[src/rtl/dgd_pkg.sv]
`default_nettype none
// ----------------------------------------------------------------------------
// dgd_pkg
// Shared types, codes and the CRC-8 byte update for the datagram deframer.
// ----------------------------------------------------------------------------
package dgd_pkg;

  localparam int CfgIdxW = 3;
  localparam int CfgDataW = 16;

  localparam logic [CfgIdxW-1:0] CFG_START_MARKER = 3'd0;
  localparam logic [CfgIdxW-1:0] CFG_CRC_POLY     = 3'd1;
  localparam logic [CfgIdxW-1:0] CFG_TIMEOUT      = 3'd2;
  localparam logic [CfgIdxW-1:0] CFG_EXP_ADDR     = 3'd3;
  localparam logic [CfgIdxW-1:0] CFG_EXP_OPCODE   = 3'd4;

  localparam logic [7:0]  RST_START_MARKER = 8'd0;
  localparam logic [7:0]  RST_CRC_POLY     = 8'd140;
  localparam logic [15:0] RST_TIMEOUT      = 16'd1000;
  localparam logic [7:0]  RST_EXP_ADDR     = 8'd0;
  localparam logic [7:0]  RST_EXP_OPCODE   = 8'd0;

  localparam logic [1:0] KIND_DATA   = 2'd0;
  localparam logic [1:0] KIND_STRAY  = 2'd1;
  localparam logic [1:0] KIND_STATUS = 2'd2;

  localparam logic [2:0] ST_OK      = 3'd0;
  localparam logic [2:0] ST_CRC     = 3'd1;
  localparam logic [2:0] ST_ADDR    = 3'd2;
  localparam logic [2:0] ST_OP      = 3'd3;
  localparam logic [2:0] ST_TIMEOUT = 3'd4;
  localparam logic [2:0] ST_LEN     = 3'd5;

  localparam logic [7:0] MIN_LENGTH = 8'd4;
  localparam logic [15:0] GAP_MAX = 16'hFFFF;

  typedef struct packed {
    logic [7:0]  start_marker;
    logic [7:0]  crc_polynomial;
    logic [15:0] timeout_ticks;
    logic [7:0]  expected_address;
    logic [7:0]  expected_opcode;
  } cfg_t;

  typedef struct packed {
    logic [1:0] kind;
    logic [7:0] byte_value;
    logic [2:0] frame_status;
    logic [7:0] payload_count;
    logic       frame_end;
  } result_t;

  function automatic logic [7:0] crc_update(input logic [7:0] crc, input logic [7:0] b,
                                            input logic [7:0] poly);
    logic [7:0] c;
    c = crc ^ b;
    for (int i = 0; i < 8; i++) begin
      if (c[0]) begin
        c = (c >> 1) ^ poly;
      end else begin
        c = c >> 1;
      end
    end
    return c;
  endfunction

endpackage
`default_nettype wire

[src/rtl/dgd_cfg.sv]
`default_nettype none
// ----------------------------------------------------------------------------
// dgd_cfg
// Configuration register file, written through a valid/ready port.
// ----------------------------------------------------------------------------
module dgd_cfg (
  input  wire logic                          clk,
  input  wire logic                          rst,
  input  wire logic                          cfg_valid,
  output logic                               cfg_ready,
  input  wire logic [dgd_pkg::CfgIdxW-1:0]   cfg_index,
  input  wire logic [dgd_pkg::CfgDataW-1:0]  cfg_data,
  output dgd_pkg::cfg_t                      cfg
);

  assign cfg_ready = 1'b1;

  always_ff @(posedge clk) begin
    if (rst) begin
      cfg.start_marker     <= dgd_pkg::RST_START_MARKER;
      cfg.crc_polynomial   <= dgd_pkg::RST_CRC_POLY;
      cfg.timeout_ticks    <= dgd_pkg::RST_TIMEOUT;
      cfg.expected_address <= dgd_pkg::RST_EXP_ADDR;
      cfg.expected_opcode  <= dgd_pkg::RST_EXP_OPCODE;
    end else if (cfg_valid) begin
      case (cfg_index)
        dgd_pkg::CFG_START_MARKER: cfg.start_marker     <= cfg_data[7:0];
        dgd_pkg::CFG_CRC_POLY:     cfg.crc_polynomial   <= cfg_data[7:0];
        dgd_pkg::CFG_TIMEOUT:      cfg.timeout_ticks    <= cfg_data;
        dgd_pkg::CFG_EXP_ADDR:     cfg.expected_address <= cfg_data[7:0];
        dgd_pkg::CFG_EXP_OPCODE:   cfg.expected_opcode  <= cfg_data[7:0];
        default: ;
      endcase
    end
  end

endmodule
`default_nettype wire

[src/rtl/dgd_engine.sv]
`default_nettype none
// ----------------------------------------------------------------------------
// dgd_engine
// Input word register, frame state and the per-word deframing step.
// ----------------------------------------------------------------------------
module dgd_engine (
  input  wire logic              clk,
  input  wire logic              rst,
  input  wire logic              in_valid,
  output logic                   in_ready,
  input  wire logic              req_type,
  input  wire logic [7:0]        rx_byte,
  input  wire logic              slot_free,
  input  wire dgd_pkg::cfg_t     cfg,
  output logic                   res_load,
  output dgd_pkg::result_t       res
);

  localparam logic [2:0] PH_HUNT = 3'd0;
  localparam logic [2:0] PH_LEN  = 3'd1;
  localparam logic [2:0] PH_ADDR = 3'd2;
  localparam logic [2:0] PH_OP   = 3'd3;
  localparam logic [2:0] PH_DATA = 3'd4;
  localparam logic [2:0] PH_CRC  = 3'd5;

  logic        q_valid;
  logic        tick_q;
  logic [7:0]  byte_q;
  logic        advance;

  logic [2:0]  phase, phase_next;
  logic [7:0]  crc_acc, crc_acc_next;
  logic [7:0]  bytes_left, bytes_left_next;
  logic [7:0]  body_index, body_index_next;
  logic        addr_match, addr_match_next;
  logic        op_match, op_match_next;
  logic [15:0] gap_counter, gap_counter_next;
  logic        emit;
  logic [7:0]  crc_step;
  logic [15:0] gap_inc;

  assign advance  = q_valid && slot_free;
  assign in_ready = !q_valid || advance;
  assign res_load = advance && emit;

  always_ff @(posedge clk) begin
    if (rst) begin
      q_valid <= 1'b0;
    end else if (in_ready) begin
      q_valid <= in_valid;
    end
  end

  always_ff @(posedge clk) begin
    if (in_ready && in_valid) begin
      tick_q <= req_type;
      byte_q <= rx_byte;
    end
  end

  assign crc_step = dgd_pkg::crc_update(crc_acc, byte_q, cfg.crc_polynomial);
  assign gap_inc  = (gap_counter != dgd_pkg::GAP_MAX) ? gap_counter + 16'd1 : gap_counter;

  always_comb begin
    phase_next       = phase;
    crc_acc_next     = crc_acc;
    bytes_left_next  = bytes_left;
    body_index_next  = body_index;
    addr_match_next  = addr_match;
    op_match_next    = op_match;
    gap_counter_next = gap_counter;
    emit             = 1'b0;
    res.kind          = dgd_pkg::KIND_STATUS;
    res.byte_value    = 8'd0;
    res.frame_status  = dgd_pkg::ST_OK;
    res.payload_count = body_index;
    res.frame_end     = 1'b1;
    if (tick_q) begin
      if (phase != PH_HUNT) begin
        gap_counter_next = gap_inc;
        if (gap_inc > cfg.timeout_ticks) begin
          emit             = 1'b1;
          res.frame_status = dgd_pkg::ST_TIMEOUT;
          phase_next       = PH_HUNT;
          gap_counter_next = 16'd0;
        end
      end
    end else begin
      gap_counter_next = 16'd0;
      case (phase)
        PH_LEN: begin
          crc_acc_next    = dgd_pkg::crc_update(8'd0, byte_q, cfg.crc_polynomial);
          body_index_next = 8'd0;
          res.payload_count = 8'd0;
          if (byte_q < dgd_pkg::MIN_LENGTH) begin
            emit             = 1'b1;
            res.frame_status = dgd_pkg::ST_LEN;
            phase_next       = PH_HUNT;
          end else begin
            bytes_left_next = byte_q - dgd_pkg::MIN_LENGTH;
            phase_next      = PH_ADDR;
          end
        end
        PH_ADDR: begin
          crc_acc_next    = crc_step;
          addr_match_next = (byte_q == cfg.expected_address);
          phase_next      = PH_OP;
        end
        PH_OP: begin
          crc_acc_next  = crc_step;
          op_match_next = (byte_q == cfg.expected_opcode);
          phase_next    = (bytes_left != 8'd0) ? PH_DATA : PH_CRC;
        end
        PH_DATA: begin
          crc_acc_next      = crc_step;
          body_index_next   = body_index + 8'd1;
          bytes_left_next   = bytes_left - 8'd1;
          if (bytes_left == 8'd1) begin
            phase_next = PH_CRC;
          end
          emit              = 1'b1;
          res.kind          = dgd_pkg::KIND_DATA;
          res.byte_value    = byte_q;
          res.payload_count = body_index + 8'd1;
          res.frame_end     = 1'b0;
        end
        PH_CRC: begin
          emit       = 1'b1;
          phase_next = PH_HUNT;
          if (byte_q != crc_acc) begin
            res.frame_status = dgd_pkg::ST_CRC;
          end else if (!addr_match) begin
            res.frame_status = dgd_pkg::ST_ADDR;
          end else if (!op_match) begin
            res.frame_status = dgd_pkg::ST_OP;
          end else begin
            res.frame_status = dgd_pkg::ST_OK;
          end
        end
        default: begin
          phase_next = PH_HUNT;
          if (byte_q == cfg.start_marker) begin
            phase_next      = PH_LEN;
            crc_acc_next    = 8'd0;
            body_index_next = 8'd0;
            bytes_left_next = 8'd0;
            addr_match_next = 1'b0;
            op_match_next   = 1'b0;
          end else begin
            emit              = 1'b1;
            res.kind          = dgd_pkg::KIND_STRAY;
            res.byte_value    = byte_q;
            res.payload_count = 8'd0;
            res.frame_end     = 1'b0;
          end
        end
      endcase
    end
  end

  always_ff @(posedge clk) begin
    if (rst) begin
      phase       <= PH_HUNT;
      crc_acc     <= 8'd0;
      bytes_left  <= 8'd0;
      body_index  <= 8'd0;
      addr_match  <= 1'b0;
      op_match    <= 1'b0;
      gap_counter <= 16'd0;
    end else if (advance) begin
      phase       <= phase_next;
      crc_acc     <= crc_acc_next;
      bytes_left  <= bytes_left_next;
      body_index  <= body_index_next;
      addr_match  <= addr_match_next;
      op_match    <= op_match_next;
      gap_counter <= gap_counter_next;
    end
  end

  a_status_ends_frame: assert property (@(posedge clk) disable iff (rst)
    (res_load && res.kind == dgd_pkg::KIND_STATUS) |=> (phase == PH_HUNT))
    else $error("status result did not return to hunting");

  a_hunt_gap_clear: assert property (@(posedge clk) disable iff (rst)
    (phase == PH_HUNT) |-> (gap_counter == 16'd0))
    else $error("gap counter running while hunting");

  a_frame_end_kind: assert property (@(posedge clk) disable iff (rst)
    res_load |-> (res.frame_end == (res.kind == dgd_pkg::KIND_STATUS)))
    else $error("frame end flag disagrees with result kind");

  a_hold_on_stall: assert property (@(posedge clk) disable iff (rst)
    (q_valid && !slot_free) |=> ($stable(phase) && $stable(crc_acc) && q_valid))
    else $error("state moved while stalled");

endmodule
`default_nettype wire

[src/rtl/dgd_out_reg.sv]
`default_nettype none
// ----------------------------------------------------------------------------
// dgd_out_reg
// Result register holding one word until the downstream side takes it.
// ----------------------------------------------------------------------------
module dgd_out_reg (
  input  wire logic              clk,
  input  wire logic              rst,
  input  wire logic              load,
  input  wire dgd_pkg::result_t  res,
  output logic                   slot_free,
  output logic                   out_valid,
  input  wire logic              out_ready,
  output dgd_pkg::result_t       held
);

  assign slot_free = !out_valid || out_ready;

  always_ff @(posedge clk) begin
    if (rst) begin
      out_valid <= 1'b0;
    end else if (slot_free) begin
      out_valid <= load;
    end
  end

  always_ff @(posedge clk) begin
    if (load) begin
      held <= res;
    end
  end

endmodule
`default_nettype wire

[src/rtl/datagram_deframer_crc8.sv]
`default_nettype none
// ----------------------------------------------------------------------------
// datagram_deframer_crc8
// Serial frame receiver: start-byte hunt, reflected CRC-8 check, data and
// status words out.
//
//   channel  signals                                   direction
//   cfg      cfg_valid/cfg_ready, cfg_index, cfg_data   in
//   in       in_valid/in_ready, req_type, rx_byte       in
//   out      out_valid/out_ready, kind, byte_value,     out
//            frame_status, payload_count, frame_end
//
// One word per cycle sustained while the result register drains; a result word
// goes from the input register through combinational step logic (CRC-8 byte
// update unrolled) into the result register.
// rst is synchronous; it clears frame state and loads register defaults.
// A stalled result register holds the step; in_ready stays high while the
// result register is empty or being drained. cfg_ready is always high.
// ----------------------------------------------------------------------------
module datagram_deframer_crc8 (
  input  wire logic                          clk,
  input  wire logic                          rst,
  input  wire logic                          cfg_valid,
  output logic                               cfg_ready,
  input  wire logic [dgd_pkg::CfgIdxW-1:0]   cfg_index,
  input  wire logic [dgd_pkg::CfgDataW-1:0]  cfg_data,
  input  wire logic                          in_valid,
  output logic                               in_ready,
  input  wire logic                          req_type,
  input  wire logic [7:0]                    rx_byte,
  output logic                               out_valid,
  input  wire logic                          out_ready,
  output logic [1:0]                         kind,
  output logic [7:0]                         byte_value,
  output logic [2:0]                         frame_status,
  output logic [7:0]                         payload_count,
  output logic                               frame_end
);

  dgd_pkg::cfg_t    cfg;
  dgd_pkg::result_t res;
  dgd_pkg::result_t held;
  logic             res_load;
  logic             slot_free;

  dgd_cfg u_cfg (
    .clk       (clk),
    .rst       (rst),
    .cfg_valid (cfg_valid),
    .cfg_ready (cfg_ready),
    .cfg_index (cfg_index),
    .cfg_data  (cfg_data),
    .cfg       (cfg)
  );

  dgd_engine u_engine (
    .clk       (clk),
    .rst       (rst),
    .in_valid  (in_valid),
    .in_ready  (in_ready),
    .req_type  (req_type),
    .rx_byte   (rx_byte),
    .slot_free (slot_free),
    .cfg       (cfg),
    .res_load  (res_load),
    .res       (res)
  );

  dgd_out_reg u_out (
    .clk       (clk),
    .rst       (rst),
    .load      (res_load),
    .res       (res),
    .slot_free (slot_free),
    .out_valid (out_valid),
    .out_ready (out_ready),
    .held      (held)
  );

  assign kind          = held.kind;
  assign byte_value    = held.byte_value;
  assign frame_status  = held.frame_status;
  assign payload_count = held.payload_count;
  assign frame_end     = held.frame_end;

  a_ready_when_empty: assert property (@(posedge clk) disable iff (rst)
    !out_valid |-> in_ready)
    else $error("input stalled with empty result register");

  a_status_zero_byte: assert property (@(posedge clk) disable iff (rst)
    (out_valid && frame_end) |-> (byte_value == 8'd0))
    else $error("status word carries a byte value");

  a_load_needs_slot: assert property (@(posedge clk) disable iff (rst)
    res_load |-> slot_free)
    else $error("result loaded over a pending word");

endmodule
`default_nettype wire

[config.mk]
export PLATFORM = sky130hd
export DESIGN_NAME = datagram_deframer_crc8
export DESIGN_NICKNAME = d
export VERILOG_FILES = /design/src/rtl/dgd_pkg.sv /design/src/rtl/dgd_cfg.sv /design/src/rtl/dgd_engine.sv /design/src/rtl/dgd_out_reg.sv /design/src/rtl/datagram_deframer_crc8.sv
export SDC_FILE = /design/constraint.sdc
export NUM_CORES = 1
export LEC_CHECK = 0
export ABC_AREA = 1
export ABC_CLOCK_PERIOD_IN_PS = 4500
export BUFFER_PORTS_ARGS = -buffer_cell sky130_fd_sc_hd__buf_2
export CORE_ASPECT_RATIO = 0.5
export CORE_MARGIN = 1.5
export CORE_UTILIZATION = 38
export DETAILED_ROUTE_END_ITERATION = 6
export PLACE_DENSITY = 0.64
export SYNTH_ARGS = -nofsm -noshare
export SYNTH_HDL_FRONTEND = slang
export SYNTH_SLANG_ARGS = --single-unit
[constraint.sdc]
create_clock -name clk -period 4.5 [get_ports clk]
set_input_delay 0.9 -clock clk [delete_from_list [all_inputs] [get_ports clk]]
set_output_delay 0.9 -clock clk [all_outputs]
set_load 0.02 [all_outputs]
==> reports/summary.txt <==
Area growth, synth to finish: 12.9%
aggregate routed wire length: 24.2 mm
slowest CP cell: dfxtp_1
WL per Instance: 14.6 um
CP Data Required Time: 4600 ps
# Post-CTS Setup Buffers: 0
reg2reg start: u_engine.gap_counter[0]
leakage power: 4.37 nW
# diodes: 0
WP depth: 21
initial antenna violation count: 0
fraction of the yosys area taken by sequential cells: 31.6%
Cell Chain, Critical Path: ha_1, nand4_1, nor2_1, nand2_1, nor2_1, nand2_1, nor3_2, inv_1, nand2_1, xnor2_1, ha_1, nand2_1, nor4_1, nand2_1, a31o_2, nand2_1, nand2_1, inv_1, nand4_1, nand2_1, buf_4
worst reg-to-reg path cell count: 21
Total GRT Usage: 20.2%
via total after detailed routing: 8,559
DP Area: 9400 sq um
Non-Filler Instances: 1,659
Worst slew margin: 23.4%
largest net degree at the start of global routing: 40
CP most frequent cell: nand2_1
Core Region: 22,800 sq um
clk slew on worst S/H paths: 60 ps
multiplexer share of the synthesized area: 0%
YS warnings: 0
CTS tree: done
Max Cap Violations: 0
FFs w/ async S/R, synth: 0%
clk_lat worst skew: 420 ps
DP HPWL: 17.5 mm
DRC viols: 0
Crit Path Class: flip-flop to flip-flop
share of cells above drive strength 1: 13.8%
die width: 219 um
Pre-antenna DRT Iters: 5
vias in the first global route: 8,003
total die area: 24,300 sq um
synth top area cells: dfxtp_1 (21%), nand2_1 (13%), edfxtp_1 (10%)
Yosys top cell by area: dfxtp_1
family with the most delay on the worst path: simple AND/OR/NAND/NOR gates
Critical Path Fanout Max: 21
first-pass GRT wire length: 39.8 mm
Synth top cells by count: nand2_1 (304), inv_1 (151), nor2_1 (111), dfxtp_1 (95), o21ai_0 (93)
crit path time final: 4000 ps
GRT overflow: 0
chip height: 111 um
H-Tree Depth: 4
clock skew: 9.57 ps
fill count: 2,317
unrepaired setup endpoints after global routing: false
xor/xnor share of the synthesized area: 9.43%
final worst-path cycle share: 88.8%
1st-iter DRT viols: 809
Layout Nets: 1,395
port bufs: 56
Synth Area in Simple Gates: 31.7%
most common cell in the netlist: nand2_1
CP startpoint kind: flip-flop
power per cell area: 342 nW/um^2
slew of the pin with the lowest slew margin: 1140 ps
setup TNS: 0 ps
maximum buffer depth of the clock tree: 2
clk sinks: 125
post-synthesis cell count: 1,297
WHS: 465 ps
vias per cell: 5.16
main combinational cell family by area after synthesis: simple AND/OR/NAND/NOR gates
Fin. Hold Viols: 0
Crit path buffers/inverters: 3
Avg Synthesized Cell Area: 6.84 sq um
post-synth top area share: 21.4%
Routed Antenna Nets: 0
predominant post-synthesis flop cell: dfxtp_1
hold path start: u_cfg.cfg[14]
Seq cells post-synth: 125
Post-synth EDFFs: 30
Post-Synthesis Cell Area: 8870 sq um
Compound-Gate Fraction of Synth Area: 13.7%
IO Count: 58
Starting Density: 38.8%
GPL Wtd Cong: 0.905
final instance area: 10,000 sq um
Post-Syn Nets: 1,353
fmax: 250 MHz
Largest stage delay, worst path: 380 ps
Peak VDD IR: 0.214 mV
Adder-Cell Fraction of Synth Area: 3.25%
CTS Buf Count: 17
Distinct cells, synth: 56
max-slew violation count: 0
beginning of the critical path: u_engine.gap_counter[0]
status: completed
hold-critical path depth: 2
root buf cell: clkbuf_16
site row count: 39
Hold WC Path Type: flip-flop to flip-flop
arrival time at the worst endpoint: 4090 ps
fin util: 43.9%
Setup-failing EPs final: 0
Cells after DPL: 1,627
CP Capture Type: flip-flop
==> layout by cell type, fill, tap and decap left out, types with 10 or more instances in the layout <==
cell type / netlist / routed
a21oi_1: 86 / 86
buf_2: 8 / 56
buf_4: 6 / 18
clkbuf_16: 0 / 17
dfxtp_1: 95 / 95
edfxtp_1: 30 / 30
ha_1: 23 / 23
inv_1: 151 / 151
inv_2: 10 / 10
nand2_1: 304 / 304
nand2_2: 29 / 29
nand3_1: 89 / 89
nand3_2: 10 / 10
nand4_1: 12 / 12
nor2_1: 111 / 111
nor3_1: 24 / 23
o21ai_0: 93 / 93
o22ai_1: 10 / 10
xnor2_1: 35 / 35
xor2_1: 53 / 53
==> sequential cells by signal, indices dropped and copies added, names as in the netlist <==
name,flops
u_engine.crc_acc,8
u_engine.tick_q,1
u_engine.gap_counter,16
u_engine.op_match,1
u_out.held,21
u_engine.q_valid,1
u_engine.phase,3
u_engine.byte_q,8
u_engine.bytes_left,8
u_cfg.cfg,48
u_engine.addr_match,1
u_out.out_valid,1
u_engine.body_index,8
==> metrics by stage <==
stage	setup WS [ps]	power (mW)
6_report	502	3.43
5_1_grt	162	3.58
4_1_cts	411	3.43
3_5_place_dp	432	2.02
3_3_place_gp	583	2.00
2_1_floorplan	817	1.86
==> area by class of cell <==
cell class | instances | area (sq um) | share of cell area [%]
repair buffers | 74 | 415 | 4.15
clock buffers | 17 | 425 | 4.25
flip-flops and latches | 125 | 2800 | 28.0
multi-input cells | 952 | 5160 | 51.5
well taps | 307 | 384 | 3.84
clock inverters | 15 | 188 | 1.87
inverters | 169 | 641 | 6.40
==> worst reg2reg max path: cells and delay by family, from the launching register on <==
| kind | cells | cell delay, ps |
|---|---|---|
| xor gates and xnor gates | 1 | 80 |
| DFF | 1 | 380 |
| adders and majority gates | 2 | 500 |
| AOI/OAI and AO/OA | 1 | 210 |
| and+or+nand+nor | 14 | 1990 |
| buffers and inverters | 3 | 510 |
==> repair_timing <==
item                       in CTS  in global routing
hold buffers                    0                  0
setup endpoints to repair       0                 22
resized for setup               0                  1
==> cell families after synthesis <==
family | Yosys count
xor gates and xnor gates | 92
other | 1
adders and majority gates | 23
AOI/OAI and AO/OA | 223
and+or+nand+nor | 613
DFF | 125
buffers and inverters | 220
==> final timing paths <==
kind,end,slack [ps]
setup / recovery,u_out.held[19],500
hold reg to reg,u_cfg.cfg[14],460
hold / removal,u_cfg.cfg[14],460
setup reg to reg,u_out.held[19],500
==> layer usage <==
layer / up-vias / part of all wire (%) / GRT usage [%]
li1: 4280 / - / -
met1: 4011 / 47 / 27.0
met2: 238 / 46 / 34.0
met3: 30 / 5.5 / 3.16
met4: 0 / 1.4 / 4.66
met5: - / 0 / 0
==> power by group <==
group          internal [mW]  switching, mW  leakage [nW]
Combinational          0.270          0.529          3.02
Sequential              1.18         0.0281          1.05
Clock                  0.878          0.544         0.290
Total                   2.33           1.10          4.37
Note: power is estimated with default switching activity, not from simulation.
